## src/sv/arqrb_pkg.sv

```systemverilog
// Package for the ARQ receive reorder buffer: word types, result codes,
// controller states and the command/status structs between the submodules.
// No dependencies.
package arqrb_pkg;

    // Operation codes of an input word.
    localparam logic OP_RECEIVE = 1'b0;
    localparam logic OP_TICK    = 1'b1;

    // Result kinds.
    localparam logic [1:0] KIND_ACK     = 2'd0;
    localparam logic [1:0] KIND_DELIVER = 2'd1;
    localparam logic [1:0] KIND_SKIP    = 2'd2;
    localparam logic [1:0] KIND_REJECT  = 2'd3;

    // Configuration space.
    localparam int          APB_ADDR_BITS = 3;
    localparam logic        REG_RX_WAIT   = 1'b0;
    localparam logic [15:0] RX_WAIT_RESET = 16'd1800;

    typedef struct packed {
        logic        op;
        logic [7:0]  seq_number;
        logic [15:0] pdu_handle;
    } in_word_t;

    typedef struct packed {
        logic [1:0]  kind;
        logic [7:0]  out_seq;
        logic [15:0] out_handle;
        logic        last;
    } out_word_t;

    typedef enum logic [2:0] {
        ST_IDLE,
        ST_DISPATCH,
        ST_GAP,
        ST_ACK,
        ST_TICK,
        ST_TDRAIN,
        ST_REL_RD,
        ST_REL_OUT
    } ctrl_state_t;

    typedef struct packed {
        logic load;
        logic walk_init;
        logic gap_step;
        logic tick_rd;
        logic pay_rd;
        logic emit_ack;
        logic emit_reject;
        logic emit_release;
    } cmd_t;

    typedef struct packed {
        logic is_tick;
        logic reject;
        logic gap_done;
        logic tick_last;
        logic head_rel;
    } status_t;

endpackage

```

## src/sv/arqrb_ram.sv

```systemverilog
// Generic single-write, single-read RAM with a registered read port.
// No dependencies.
module arqrb_ram #(
    parameter int WIDTH = 16,
    parameter int DEPTH = 16
) (
    input  logic                     clk,
    input  logic                     we,
    input  logic [$clog2(DEPTH)-1:0] waddr,
    input  logic [WIDTH-1:0]         wdata,
    input  logic                     re,
    input  logic [$clog2(DEPTH)-1:0] raddr,
    output logic [WIDTH-1:0]         rdata
);

    logic [WIDTH-1:0] mem_reg [DEPTH];
    logic [WIDTH-1:0] rdata_reg;

    always_ff @(posedge clk)
    begin
        if (we)
        begin
            mem_reg[waddr] <= wdata;
        end
        if (re)
        begin
            rdata_reg <= mem_reg[raddr];
        end
    end

    assign rdata = rdata_reg;

endmodule

```

## src/sv/arqrb_cfg.sv

```systemverilog
// APB-style configuration register file holding the rx-wait tick count.
// Depends on arqrb_pkg.
module arqrb_cfg (
    input  logic                               clk,
    input  logic                               rst_n,
    input  logic                               psel,
    input  logic                               penable,
    input  logic                               pwrite,
    input  logic [arqrb_pkg::APB_ADDR_BITS-1:0] paddr,
    input  logic [31:0]                        pwdata,
    output logic [31:0]                        prdata,
    output logic                               pready,
    output logic [15:0]                        rx_wait_ticks
);

    logic [15:0] rx_wait_reg;
    logic [15:0] rx_wait_next;
    logic        hit;

    assign hit = (paddr[arqrb_pkg::APB_ADDR_BITS-1:2] == arqrb_pkg::REG_RX_WAIT);

    always_comb
    begin
        rx_wait_next = rx_wait_reg;
        if (psel && penable && pwrite && hit)
        begin
            rx_wait_next = pwdata[15:0];
        end
    end

    always_ff @(posedge clk or negedge rst_n)
    begin
        if (!rst_n)
        begin
            rx_wait_reg <= arqrb_pkg::RX_WAIT_RESET;
        end
        else
        begin
            rx_wait_reg <= rx_wait_next;
        end
    end

    assign prdata        = hit ? {16'd0, rx_wait_reg} : 32'd0;
    assign pready        = 1'b1;
    assign rx_wait_ticks = rx_wait_reg;

endmodule

```

## src/sv/arqrb_ctrl.sv

```systemverilog
// Controller state machine of the reorder buffer: sequences receive, tick
// and in-order release steps. Depends on arqrb_pkg.
module arqrb_ctrl (
    input  logic               clk,
    input  logic               rst_n,
    input  logic               start,
    input  arqrb_pkg::status_t status,
    output arqrb_pkg::cmd_t    cmd,
    output logic               busy
);

    arqrb_pkg::ctrl_state_t state_reg;
    arqrb_pkg::ctrl_state_t state_next;

    always_comb
    begin
        state_next = state_reg;
        case (state_reg)
            arqrb_pkg::ST_IDLE:
            begin
                if (start)
                begin
                    state_next = arqrb_pkg::ST_DISPATCH;
                end
            end
            arqrb_pkg::ST_DISPATCH:
            begin
                if (status.is_tick)
                begin
                    state_next = arqrb_pkg::ST_TICK;
                end
                else if (status.reject)
                begin
                    state_next = arqrb_pkg::ST_IDLE;
                end
                else
                begin
                    state_next = arqrb_pkg::ST_GAP;
                end
            end
            arqrb_pkg::ST_GAP:
            begin
                if (status.gap_done)
                begin
                    state_next = arqrb_pkg::ST_ACK;
                end
            end
            arqrb_pkg::ST_ACK:
            begin
                state_next = status.head_rel ? arqrb_pkg::ST_REL_RD : arqrb_pkg::ST_IDLE;
            end
            arqrb_pkg::ST_TICK:
            begin
                if (status.tick_last)
                begin
                    state_next = arqrb_pkg::ST_TDRAIN;
                end
            end
            arqrb_pkg::ST_TDRAIN:
            begin
                state_next = arqrb_pkg::ST_REL_RD;
            end
            arqrb_pkg::ST_REL_RD:
            begin
                state_next = status.head_rel ? arqrb_pkg::ST_REL_OUT : arqrb_pkg::ST_IDLE;
            end
            arqrb_pkg::ST_REL_OUT:
            begin
                state_next = arqrb_pkg::ST_REL_RD;
            end
            default:
            begin
                state_next = arqrb_pkg::ST_IDLE;
            end
        endcase
    end

    always_comb
    begin
        cmd = '0;
        case (state_reg)
            arqrb_pkg::ST_IDLE:
            begin
                cmd.load = start;
            end
            arqrb_pkg::ST_DISPATCH:
            begin
                cmd.walk_init   = status.is_tick || !status.reject;
                cmd.emit_reject = !status.is_tick && status.reject;
            end
            arqrb_pkg::ST_GAP:
            begin
                cmd.gap_step = 1'b1;
            end
            arqrb_pkg::ST_ACK:
            begin
                cmd.emit_ack = 1'b1;
            end
            arqrb_pkg::ST_TICK:
            begin
                cmd.tick_rd = 1'b1;
            end
            arqrb_pkg::ST_REL_RD:
            begin
                cmd.pay_rd = status.head_rel;
            end
            arqrb_pkg::ST_REL_OUT:
            begin
                cmd.emit_release = 1'b1;
            end
            default:
            begin
                cmd = '0;
            end
        endcase
    end

    always_ff @(posedge clk or negedge rst_n)
    begin
        if (!rst_n)
        begin
            state_reg <= arqrb_pkg::ST_IDLE;
        end
        else
        begin
            state_reg <= state_next;
        end
    end

    assign busy = (state_reg != arqrb_pkg::ST_IDLE);

endmodule

```

## src/sv/arqrb_dp.sv

```systemverilog
// Datapath of the reorder buffer: circular slot window with flag registers,
// countdown and payload RAMs, walk counters and the result register.
// Depends on arqrb_pkg and arqrb_ram.
module arqrb_dp #(
    parameter int WINDOW      = 16,
    parameter int SEQ_SPACE   = 255,
    parameter int HANDLE_BITS = 16
) (
    input  logic                clk,
    input  logic                rst_n,
    input  arqrb_pkg::in_word_t item,
    input  logic [15:0]         rx_wait_ticks,
    input  arqrb_pkg::cmd_t     cmd,
    output arqrb_pkg::status_t  status,
    output arqrb_pkg::out_word_t result,
    output logic                result_valid
);

    localparam int IW = $clog2(WINDOW);
    localparam int CW = $clog2(WINDOW + 1);
    localparam int HW = (HANDLE_BITS < 16) ? HANDLE_BITS : 16;
    localparam logic [IW-1:0] LAST_SLOT = IW'(WINDOW - 1);
    localparam logic [7:0]    LAST_SEQ  = 8'(SEQ_SPACE - 1);

    function automatic logic [IW-1:0] inc_ptr(input logic [IW-1:0] p);
        return (p == LAST_SLOT) ? '0 : p + 1'b1;
    endfunction

    arqrb_pkg::in_word_t  item_reg;
    arqrb_pkg::in_word_t  item_next;
    arqrb_pkg::out_word_t result_reg;
    arqrb_pkg::out_word_t result_next;
    logic                 result_valid_reg;
    logic                 result_valid_next;

    logic [7:0]        ne_reg, ne_next;
    logic [IW-1:0]     head_reg, head_next;
    logic [WINDOW-1:0] resolved_reg, resolved_next;
    logic [WINDOW-1:0] lost_reg, lost_next;
    logic [WINDOW-1:0] waiting_reg, waiting_next;
    logic [IW-1:0]     walk_ptr_reg, walk_ptr_next;
    logic [CW-1:0]     walk_cnt_reg, walk_cnt_next;
    logic              trd_v_reg, trd_v_next;
    logic [IW-1:0]     trd_p_reg, trd_p_next;

    logic [8:0]    distance;
    logic          out_of_space;
    logic [IW-1:0] head_inc;

    logic          cd_we;
    logic [IW-1:0] cd_waddr;
    logic [15:0]   cd_wdata;
    logic [15:0]   cd_q;
    logic          pay_we;
    logic [HW-1:0] pay_q;

    // Distance from next_expected, taken modulo the sequence space.
    always_comb
    begin
        if (item_reg.seq_number >= ne_reg)
        begin
            distance = {1'b0, item_reg.seq_number} - {1'b0, ne_reg};
        end
        else
        begin
            distance = {1'b0, item_reg.seq_number} + 9'(SEQ_SPACE) - {1'b0, ne_reg};
        end
    end

    assign out_of_space = ({1'b0, item_reg.seq_number} >= 9'(SEQ_SPACE));
    assign head_inc     = inc_ptr(head_reg);

    assign status.is_tick   = (item_reg.op == arqrb_pkg::OP_TICK);
    assign status.reject    = out_of_space || (distance >= 9'(WINDOW));
    assign status.gap_done  = (walk_cnt_reg == '0);
    assign status.tick_last = (walk_ptr_reg == LAST_SLOT);
    assign status.head_rel  = resolved_reg[head_reg];

    always_comb
    begin
        item_next         = item_reg;
        ne_next           = ne_reg;
        head_next         = head_reg;
        resolved_next     = resolved_reg;
        lost_next         = lost_reg;
        waiting_next      = waiting_reg;
        walk_ptr_next     = walk_ptr_reg;
        walk_cnt_next     = walk_cnt_reg;
        trd_v_next        = 1'b0;
        trd_p_next        = trd_p_reg;
        result_next       = result_reg;
        result_valid_next = 1'b0;
        cd_we             = 1'b0;
        cd_waddr          = walk_ptr_reg;
        cd_wdata          = rx_wait_ticks;
        pay_we            = 1'b0;

        if (cmd.load)
        begin
            item_next = item;
        end

        if (cmd.walk_init)
        begin
            if (item_reg.op == arqrb_pkg::OP_TICK)
            begin
                walk_ptr_next = '0;
            end
            else
            begin
                walk_ptr_next = head_reg;
                walk_cnt_next = CW'(distance);
            end
        end

        // One gap slot per cycle, then the received slot itself.
        if (cmd.gap_step)
        begin
            if (walk_cnt_reg != '0)
            begin
                if (!resolved_reg[walk_ptr_reg] && !waiting_reg[walk_ptr_reg])
                begin
                    waiting_next[walk_ptr_reg] = 1'b1;
                    cd_we = 1'b1;
                end
                walk_ptr_next = inc_ptr(walk_ptr_reg);
                walk_cnt_next = walk_cnt_reg - 1'b1;
            end
            else
            begin
                resolved_next[walk_ptr_reg] = 1'b1;
                lost_next[walk_ptr_reg]     = 1'b0;
                waiting_next[walk_ptr_reg]  = 1'b0;
                pay_we = 1'b1;
            end
        end

        if (cmd.tick_rd)
        begin
            trd_v_next    = 1'b1;
            trd_p_next    = walk_ptr_reg;
            walk_ptr_next = inc_ptr(walk_ptr_reg);
        end

        // Second stage of the tick walk: countdown data is back from the RAM.
        if (trd_v_reg && waiting_reg[trd_p_reg])
        begin
            if (cd_q <= 16'd1)
            begin
                waiting_next[trd_p_reg]  = 1'b0;
                resolved_next[trd_p_reg] = 1'b1;
                lost_next[trd_p_reg]     = 1'b1;
            end
            else
            begin
                cd_we    = 1'b1;
                cd_waddr = trd_p_reg;
                cd_wdata = cd_q - 16'd1;
            end
        end

        if (cmd.emit_reject)
        begin
            result_valid_next      = 1'b1;
            result_next.kind       = arqrb_pkg::KIND_REJECT;
            result_next.out_seq    = item_reg.seq_number;
            result_next.out_handle = '0;
            result_next.last       = 1'b1;
        end

        if (cmd.emit_ack)
        begin
            result_valid_next      = 1'b1;
            result_next.kind       = arqrb_pkg::KIND_ACK;
            result_next.out_seq    = item_reg.seq_number;
            result_next.out_handle = '0;
            result_next.last       = !resolved_reg[head_reg];
        end

        if (cmd.emit_release)
        begin
            result_valid_next   = 1'b1;
            result_next.out_seq = ne_reg;
            result_next.last    = !resolved_reg[head_inc];
            if (lost_reg[head_reg])
            begin
                result_next.kind       = arqrb_pkg::KIND_SKIP;
                result_next.out_handle = '0;
            end
            else
            begin
                result_next.kind       = arqrb_pkg::KIND_DELIVER;
                result_next.out_handle = 16'(pay_q);
            end
            resolved_next[head_reg] = 1'b0;
            lost_next[head_reg]     = 1'b0;
            waiting_next[head_reg]  = 1'b0;
            head_next = head_inc;
            ne_next   = (ne_reg == LAST_SEQ) ? 8'd0 : ne_reg + 8'd1;
        end
    end

    always_ff @(posedge clk or negedge rst_n)
    begin
        if (!rst_n)
        begin
            ne_reg           <= '0;
            head_reg         <= '0;
            resolved_reg     <= '0;
            lost_reg         <= '0;
            waiting_reg      <= '0;
            walk_ptr_reg     <= '0;
            walk_cnt_reg     <= '0;
            trd_v_reg        <= 1'b0;
            trd_p_reg        <= '0;
            result_valid_reg <= 1'b0;
        end
        else
        begin
            ne_reg           <= ne_next;
            head_reg         <= head_next;
            resolved_reg     <= resolved_next;
            lost_reg         <= lost_next;
            waiting_reg      <= waiting_next;
            walk_ptr_reg     <= walk_ptr_next;
            walk_cnt_reg     <= walk_cnt_next;
            trd_v_reg        <= trd_v_next;
            trd_p_reg        <= trd_p_next;
            result_valid_reg <= result_valid_next;
        end
    end

    always_ff @(posedge clk)
    begin
        item_reg   <= item_next;
        result_reg <= result_next;
    end

    arqrb_ram #(
        .WIDTH (16),
        .DEPTH (WINDOW)
    ) u_countdown_ram (
        .clk   (clk),
        .we    (cd_we),
        .waddr (cd_waddr),
        .wdata (cd_wdata),
        .re    (cmd.tick_rd),
        .raddr (walk_ptr_reg),
        .rdata (cd_q)
    );

    arqrb_ram #(
        .WIDTH (HW),
        .DEPTH (WINDOW)
    ) u_payload_ram (
        .clk   (clk),
        .we    (pay_we),
        .waddr (walk_ptr_reg),
        .wdata (item_reg.pdu_handle[HW-1:0]),
        .re    (cmd.pay_rd),
        .raddr (head_reg),
        .rdata (pay_q)
    );

    assign result       = result_reg;
    assign result_valid = result_valid_reg;

endmodule

```

## src/sv/arq_receive_reorder_buffer_unit.sv

```systemverilog
// Top level of the selective-repeat ARQ receive reorder buffer.
// Depends on arqrb_pkg, arqrb_cfg, arqrb_ctrl and arqrb_dp (and arqrb_ram).
//
//   Channel   Handshake                        Word
//   --------  -------------------------------  ------------------------------
//   input     start and not busy               item   (op, seq_number, handle)
//   result    result_valid, one cycle, no hold result (kind, seq, handle, last)
//   config    psel & penable & pwrite, pready  rx_wait_ticks at byte address 0
//
// A receive keeps busy high while it walks one slot per cycle from the next expected
// number to its own, a tick while it walks the whole window over the countdown RAM;
// every released slot then adds a registered payload read and its result word.
// Results are registered and appear in the cycle after the state that forms them.
// Reset clears the window flags, next expected number and controller at once.
// The result side cannot stall; busy stays high until the last result is formed.
module arq_receive_reorder_buffer_unit #(
    parameter int WINDOW      = 16,
    parameter int SEQ_SPACE   = 255,
    parameter int HANDLE_BITS = 16
) (
    input  logic                                clk,
    input  logic                                rst_n,
    input  logic                                start,
    output logic                                busy,
    input  arqrb_pkg::in_word_t                 item,
    output logic                                result_valid,
    output arqrb_pkg::out_word_t                result,
    input  logic                                psel,
    input  logic                                penable,
    input  logic                                pwrite,
    input  logic [arqrb_pkg::APB_ADDR_BITS-1:0] paddr,
    input  logic [31:0]                         pwdata,
    output logic [31:0]                         prdata,
    output logic                                pready
);

    arqrb_pkg::cmd_t    cmd;
    arqrb_pkg::status_t status;
    logic [15:0]        rx_wait_ticks;

    arqrb_cfg u_cfg (
        .clk           (clk),
        .rst_n         (rst_n),
        .psel          (psel),
        .penable       (penable),
        .pwrite        (pwrite),
        .paddr         (paddr),
        .pwdata        (pwdata),
        .prdata        (prdata),
        .pready        (pready),
        .rx_wait_ticks (rx_wait_ticks)
    );

    arqrb_ctrl u_ctrl (
        .clk    (clk),
        .rst_n  (rst_n),
        .start  (start),
        .status (status),
        .cmd    (cmd),
        .busy   (busy)
    );

    arqrb_dp #(
        .WINDOW      (WINDOW),
        .SEQ_SPACE   (SEQ_SPACE),
        .HANDLE_BITS (HANDLE_BITS)
    ) u_dp (
        .clk           (clk),
        .rst_n         (rst_n),
        .item          (item),
        .rx_wait_ticks (rx_wait_ticks),
        .cmd           (cmd),
        .status        (status),
        .result        (result),
        .result_valid  (result_valid)
    );

`ifndef NO_ASSERTIONS
    // An accepted word always makes the block busy in the next cycle.
    a_accept_busy: assert property (@(posedge clk) disable iff (!rst_n)
        start && !busy |=> busy)
        else $error("accepted word did not make the block busy");

    // Nothing follows the final result of a word in the next cycle.
    a_last_gap: assert property (@(posedge clk) disable iff (!rst_n)
        result_valid && result.last |=> !result_valid)
        else $error("result directly after a final result");

    // A rejected word causes exactly one result.
    a_reject_last: assert property (@(posedge clk) disable iff (!rst_n)
        result_valid && (result.kind == arqrb_pkg::KIND_REJECT) |-> result.last)
        else $error("reject result not marked final");

    // Results are only formed while a word is in work.
    a_result_busy: assert property (@(posedge clk) disable iff (!rst_n)
        result_valid |-> $past(busy))
        else $error("result without a word in work");
`endif

endmodule

```

## config.mk

```make
export PLATFORM = sky130hd
export DESIGN_NAME = arq_receive_reorder_buffer_unit
export DESIGN_NICKNAME = d
export VERILOG_FILES = /design/src/sv/arqrb_pkg.sv /design/src/sv/arqrb_ram.sv /design/src/sv/arqrb_cfg.sv /design/src/sv/arqrb_ctrl.sv /design/src/sv/arqrb_dp.sv /design/src/sv/arq_receive_reorder_buffer_unit.sv
export SDC_FILE = /design/constraint.sdc
export NUM_CORES = 1
export LEC_CHECK = 0
export BUFFER_PORTS_ARGS = -buffer_cell sky130_fd_sc_hd__buf_2
export CAP_MARGIN = 20
export CORE_ASPECT_RATIO = 0.5
export CORE_UTILIZATION = 30
export DETAILED_ROUTE_END_ITERATION = 16
export GPL_ROUTABILITY_DRIVEN = 0
export PLACE_DENSITY_LB_ADDON = 0.1
export SYNTH_ARGS = -nofsm -noshare
export SYNTH_HDL_FRONTEND = slang
export SYNTH_SLANG_ARGS = --single-unit
```

## constraint.sdc

```tcl
create_clock -name clk -period 3.8 [get_ports clk]
set_input_delay 0 -clock clk [delete_from_list [all_inputs] [get_ports clk]]
set_output_delay 0 -clock clk [all_outputs]
set_load 0.02 [all_outputs]
```

==> run summary, run 1 <==
RSZ-0062 raised after global routing: no
Post-synth EDFFs: 596
Synth Flop Type: edfxtp_1
Reg clk slew, reported paths: 60 ps
Chip width: 438.9 µm
Global Route Usage Sum: 15.99%
Yosys warns: 0
Async SR Flop Fraction: 13.62%
Worst path required time: 4110 ps
Distinct cells, synth: 70
Flop pwr share: 43.4%
Placed wire-length estimate: 43.68 mm
Worst Hold Class: primary input to flop
CTS buffer count: 69
Top Family by Delay on Critical Path: multiplexers
First-pass GRT wire length: 110.8 mm
Clock Sinks: 690
Syn-to-layout area delta: 18.83%
Routed wire length: 75.96 mm
Worst-Skew Late Latency: 650 ps
Num rows: 79
Cells after Synth: 1603
Cts repair resizes: 0
Synth area leaders: edfxtp_1 (63%), mux4_2 (14%), dfrtp_1 (7.9%)
Final period util: 89.49%
Core area: 0.09370 mm²
First DRT Iteration DRCs: 1139
Outcome: completed
Crit. End Element: flop
Worst vdd ir: 0.4858 mV
H-tree depth: 3
Seq/Total Area, Yosys: 70.75%
Sw frac: 29.66%
Critical path peak fanout: 12
Slowest cell on the critical path: dfrtp_1
Pleak: 11.62 nW
Critical Path AT: 3710 ps
Starting density of the core: 30.55%
Die area: 0.09673 mm²
Combinational power share: 25.4%
Post-Place Worst Slack: 406.9 ps
Worst clock skew: 31.97 ps
Cell breakdown of the critical path: mux4_1 -> mux4_2 -> nand3_4 -> nand3_2 -> o32ai_2 -> and2_1 -> buf_4
Max Freq: 294.1 MHz
Setup TNS: 0 ps
CP peak stage delay: 680 ps
Fillers: 8868
Total number of vias: 15.14k
Clk network pwr share: 31.2%
Total grt overflow: 0
Final WS setup: 399.6 ps
Antenna violations before repair: 1
Clock buffer depth: 3
Hold buffers post-CTS: 45
Startpoint types: flop
Post-CTS setup buffer count: 0
Sw Pwr: 6.987 mW
Syn avg cell area: 17.86 µm²
Seq cells post-synth: 690
Hold slack: 43.29 ps
IO Pins: 128
Via density: 4.832
Initial DRT Pass Iterations: 7
Max-Cap Viols: 0
Top cell type's share of synthesized area: 62.52%
Min cycle time layout: 3400 ps
Slew Viols, Final: 0
CTS tree: done
Slew HR: 29.88%
Net count, final: 1915
Die Y: 220.4 µm
Vias in the first global route: 15.96k
Fraction of layout cells with a size suffix above 1: 27.65%
WL/cell: 24.24 µm
Crit Path Category: flop to flop
P_int: 16.57 mW
DRC: 0
Pwr dens: 692.4 mW/mm²
Pin count of the biggest net entering global routing: 71
Synth area leader: edfxtp_1
Final setup viols: 0
Antenna viol nets, final: 0
Final Hold Fails: 0
Mapped cell area: 0.02863 mm²
Root Driver: clkbuf_16
Worst-Margin Slew: 1052 ps
WP buf/inv: 1
IO buf count: 92
## routing by layer
layer | wire (µm) | part of all wire, % | vias to the layer above | track usage [%]
li1 | - | - | 6802 | -
met1 | 36160 | 48 | 8009 | 22.30
met2 | 36100 | 48 | 240 | 25.95
met3 | 2357 | 3.1 | 87 | 3.020
met4 | 1337 | 1.8 | 0 | 3.635
met5 | 0 | 0 | - | 0
## worst min-delay path, cell delays in order
cell and delay [ps]:
buf_2 80, nand4b_1 70, buf_4 240, mux2_2 260
## kinds of logic (layout without fill, tap and decap cells)
kind of cell	after synthesis	count (layout)	share of synthesized area, %
flops	690	690	70.75
fa+ha+maj	24	24	1.101
xor+xnor	22	22	0.6731
mux	207	207	15.35
simple gates	352	352	6.207
buf+inv	135	394	2.133
other cells	2	18	0.02623
compound gates	171	171	3.759
## layout make-up
type / count / area [µm²] / share of cell area [%]
diodes: 1 / 2.502 / 0.007357
clock buffers: 84 / 1888 / 5.551
clock inverters: 39 / 505.5 / 1.486
inverters: 46 / 172.7 / 0.5076
multi-input cells: 793 / 7849 / 23.07
flip-flops and latches: 690 / 20270 / 59.59
well taps: 1255 / 1570 / 4.616
repair buffers: 225 / 1757 / 5.164
## through the flow
step                area (µm²)  total power, mW  instances  utilization (%)
finish                   34020            23.55       3133            36.30
global route             34010            24.71       3132            36.30
CTS                      34000            23.95       3130            36.28
detailed placement       31150            16.48       2962            33.24
global placement         31150            16.50       2962            33.24
floorplan                28680            14.37       1618                -
## Yosys cell counts (all sizes together) (4+ instances only)
cell type,count
nand2,116
a31oi,15
o211ai,8
o2111ai,4
ha,22
a211oi,6
or3,9
nor2b,24
mux2,22
xor2,8
clkbuf,46
nor3,38
o22ai,5
nor4,7
xnor2,14
o21ai,48
and3,9
buf,43
nand2b,12
nor3b,4
dfrtp,90
o21a,7
edfxtp,596
dfstp,4
inv,46
nand4,12
nand3,18
and2,33
a21oi,44
mux4,183
nor2,56
o22a,12
## layout by cell type (no fill, tap or decap), types with 44 or more instances in the layout
master / n
o21ai_0: 44
nor2_1: 52
clkbuf_16: 73
edfxtp_1: 596
buf_2: 91
nand2_1: 116
dlygate4sd3_1: 44
dfrtp_1: 85
mux4_2: 182
inv_1: 46
buf_4: 74
a21oi_1: 44
## path summary, 6_finish.rpt
kind                                         from                                   to  slack, ps  cells past startpoint
worst max-delay path            u_dp.trd_p_reg[0]  u_dp.u_countdown_ram.mem_reg[14][6]        400                      7
min in group asynchronous                   rst_n              u_cfg.rx_wait_ticks[10]        550                      3
worst min-delay path                      penable               u_cfg.rx_wait_ticks[1]         40                      4
max in group asynchronous                   rst_n                     u_dp.head_reg[0]       2820                      4
worst min register to register     u_dp.ne_reg[6]                       u_dp.ne_reg[6]        490                      1
worst max register to register  u_dp.trd_p_reg[0]  u_dp.u_countdown_ram.mem_reg[14][6]        400                      7
## power groups by stage
stage	registers [mW]	clock network [mW]	logic (mW)
2_1_floorplan	10.0	0	4.33
3_3_place_gp	10.4	0	6.10
3_5_place_dp	10.4	0	6.09
4_1_cts	10.2	7.56	6.15
5_1_grt	10.3	7.85	6.53
6_report	10.2	7.34	5.99
(Power assumes the default switching activity.)
==> run 2, diff against run 1 <==
Settings changed: CAP_MARGIN 20 to 5, CORE_UTILIZATION 30 to 44.
==> run summary, run 2 (same netlist as run 1, synthesis figures left out) <==
Outcome: completed
First-pass GRT wire length: 99.59 mm (-10%)
Post-CTS setup buffer count: 0 (unchanged)
Initial DRT Pass Iterations: 7 (unchanged)
Pleak: 11.28 nW (-2.9%)
Worst Hold Class: primary input to flop
Core area: 0.06368 mm² (-32%)
Crit Path Category: flop to flop
Clk network pwr share: 27.8% (-3.4 points)
Antenna viol nets, final: 0 (unchanged)
Total number of vias: 15.38k (+1.6%)
Total grt overflow: 0 (unchanged)
Global Route Usage Sum: 20.34% (+4.4 points)
Most frequent cells in the layout: edfxtp_1 (596), mux4_2 (182), nand2_1 (116)
WL/cell: 24.54 µm (+1.2%)
Root Driver: clkbuf_16
Final WS setup: 188.1 ps (-211.5 ps)
P_int: 15.55 mW (-6.2%)
CTS buffer count: 61 (-12%)
Slew HR: 21.27% (-8.6 points)
Vias in the first global route: 15.87k (-0.59%)
Setup TNS: 0 ps (unchanged)
DRC: 0 (unchanged)
Post-Place Worst Slack: 383.6 ps (-23.29 ps)
Util after Layout: 51.57% (+15 points)
Final setup viols: 0 (unchanged)
Critical Path AT: 3970 ps (+260 ps)
Reg clk slew, reported paths: 70 ps (about the same)
Crit. End Element: flop
Worst path required time: 4160 ps (+50 ps)
Max Freq: 276.9 MHz (-5.9%)
Net count, final: 1883 (-1.7%)
Slew Viols, Final: 0 (unchanged)
Pin count of the biggest net entering global routing: 69 (-2.8%)
Chip width: 362.7 µm (-17%)
CTS tree: done
Slowest cell on the critical path: nor4_1
Final period util: 95.05% (+5.6 points)
IO Pins: 128 (unchanged)
Critical path peak fanout: 27 (+15)
Final Hold Fails: 0 (unchanged)
Placed insts: 2558 (-14%)
Worst vdd ir: 0.4686 mV (-3.5%)
Hold slack: 65.92 ps (+22.63 ps)
IO buf count: 92 (unchanged)
Worst-Margin Slew: 1170 ps (+118.3 ps)
Fraction of layout cells with a size suffix above 1: 25.98% (-1.7 points)
Max-Cap Viols: 0 (unchanged)
Ant diodes: 0 (-1)
Combinational power share: 26.0% (+0.6 points)
Clock buffer depth: 3 (unchanged)
Worst clock skew: 22.85 ps (-9.119 ps)
Flop pwr share: 46.2% (+2.8 points)
Routed wire length: 66.62 mm (-12%)
Sw Pwr: 6.577 mW (-5.9%)
Die Y: 182.4 µm (-17%)
Placed wire-length estimate: 39.01 mm (-11%)
CP peak stage delay: 530 ps (-150 ps)
Cell breakdown of the critical path: inv_1 -> ha_1 -> a211oi_1 -> o21ai_0 -> xor2_1 -> nor4_1 -> a22oi_1 -> o21a_1 -> o21a_1 -> buf_12
Crit path top cell by count: o21a_1
Sw frac: 29.73% (+0.066 points)
First DRT Iteration DRCs: 1244 (+9.2%)
Most common cell after layout, fill and taps aside: edfxtp_1
Die area: 0.06615 mm² (-32%)
Pwr dens: 673.7 mW/mm² (-2.7%)
Fillers: 5142 (-42%)
Syn-to-layout area delta: 14.71%
RSZ-0062 raised after global routing: no
Final Non-Filler Cells: 2715 (-13%)
Starting density of the core: 44.95% (+14 points)
Worst-Skew Late Latency: 620 ps (-30 ps)
Startpoint types: flop
Via density: 5.666 (+17%)
H-tree depth: 2 (-1)
Num rows: 65 (-18%)
Clock Sinks: 690 (unchanged)
Min cycle time layout: 3612 ps (+211.5 ps)
Antenna violations before repair: 0 (-1)
## run 2: worst max-delay path, delay by kind of cell (launching register included)
family | cells | cell delay (ps)
xor gates and xnor gates | 1 | 210
and+or+nand+nor | 1 | 530
DFF | 1 | 470
AOI/OAI and AO/OA | 5 | 1410
buffers and inverters | 2 | 320
adders and majority gates | 1 | 380
## run 2: layout make-up
cell class / count / area (µm²) / share of cell area, %
inverters: 46 / 172.7 / 0.5258
multi-input cells: 793 / 7835 / 23.86
flip-flops and latches: 690 / 20260 / 61.71
clock inverters: 47 / 411.6 / 1.254
clock buffers: 67 / 1549 / 4.717
well taps: 871 / 1090 / 3.319
repair buffers: 201 / 1514 / 4.611
## run 2: power groups by stage
stage	clock network (mW)	registers, mW	logic [mW]
6_report	6.14	10.2	5.76
5_1_grt	6.59	10.3	6.25
4_1_cts	6.29	10.2	5.84
3_5_place_dp	0	10.4	5.78
3_3_place_gp	0	10.3	5.65
2_1_floorplan	0	10.0	4.33
## run 2: path summary, 6_finish.rpt
path,from,endpoint,slack (ps),cells past startpoint
worst min-delay path,penable,u_cfg.rx_wait_ticks[0],70,4
max in group asynchronous,rst_n,u_dp.head_reg[0],2690,3
worst max-delay path,u_dp.ne_reg[1],u_dp.result[7],190,10
worst min register to register,u_dp.ne_reg[6],u_dp.ne_reg[6],500,1
min in group asynchronous,rst_n,u_dp.waiting_reg[1],100,2
worst max register to register,u_dp.ne_reg[1],u_dp.result[7],190,10
## run 2: metal layers
metal / routed length, µm / track usage, % / up-vias
li1: - / - / 6738
met1: 28880 / 28.02 / 8066
met2: 33250 / 34.48 / 469
met3: 3137 / 3.026 / 109
met4: 1346 / 4.523 / 0
met5: 0 / 0 / -
## run 2: stage by stage
| stage | power [mW] | area [µm²] |
|---|---|---|
| floorplan | 14.37 | 28680 |
| global placement | 15.99 | 30450 |
| detailed placement | 16.16 | 30450 |
| CTS | 22.36 | 32840 |
| global route | 23.15 | 32840 |
| finish | 22.12 | 32840 |
## run 2: timing repair
action / 4_1_cts / 5_1_grt
hold buffers: 43 / 0
endpoints found under the hold margin: 114 / 0
resized for setup: 0 / 0
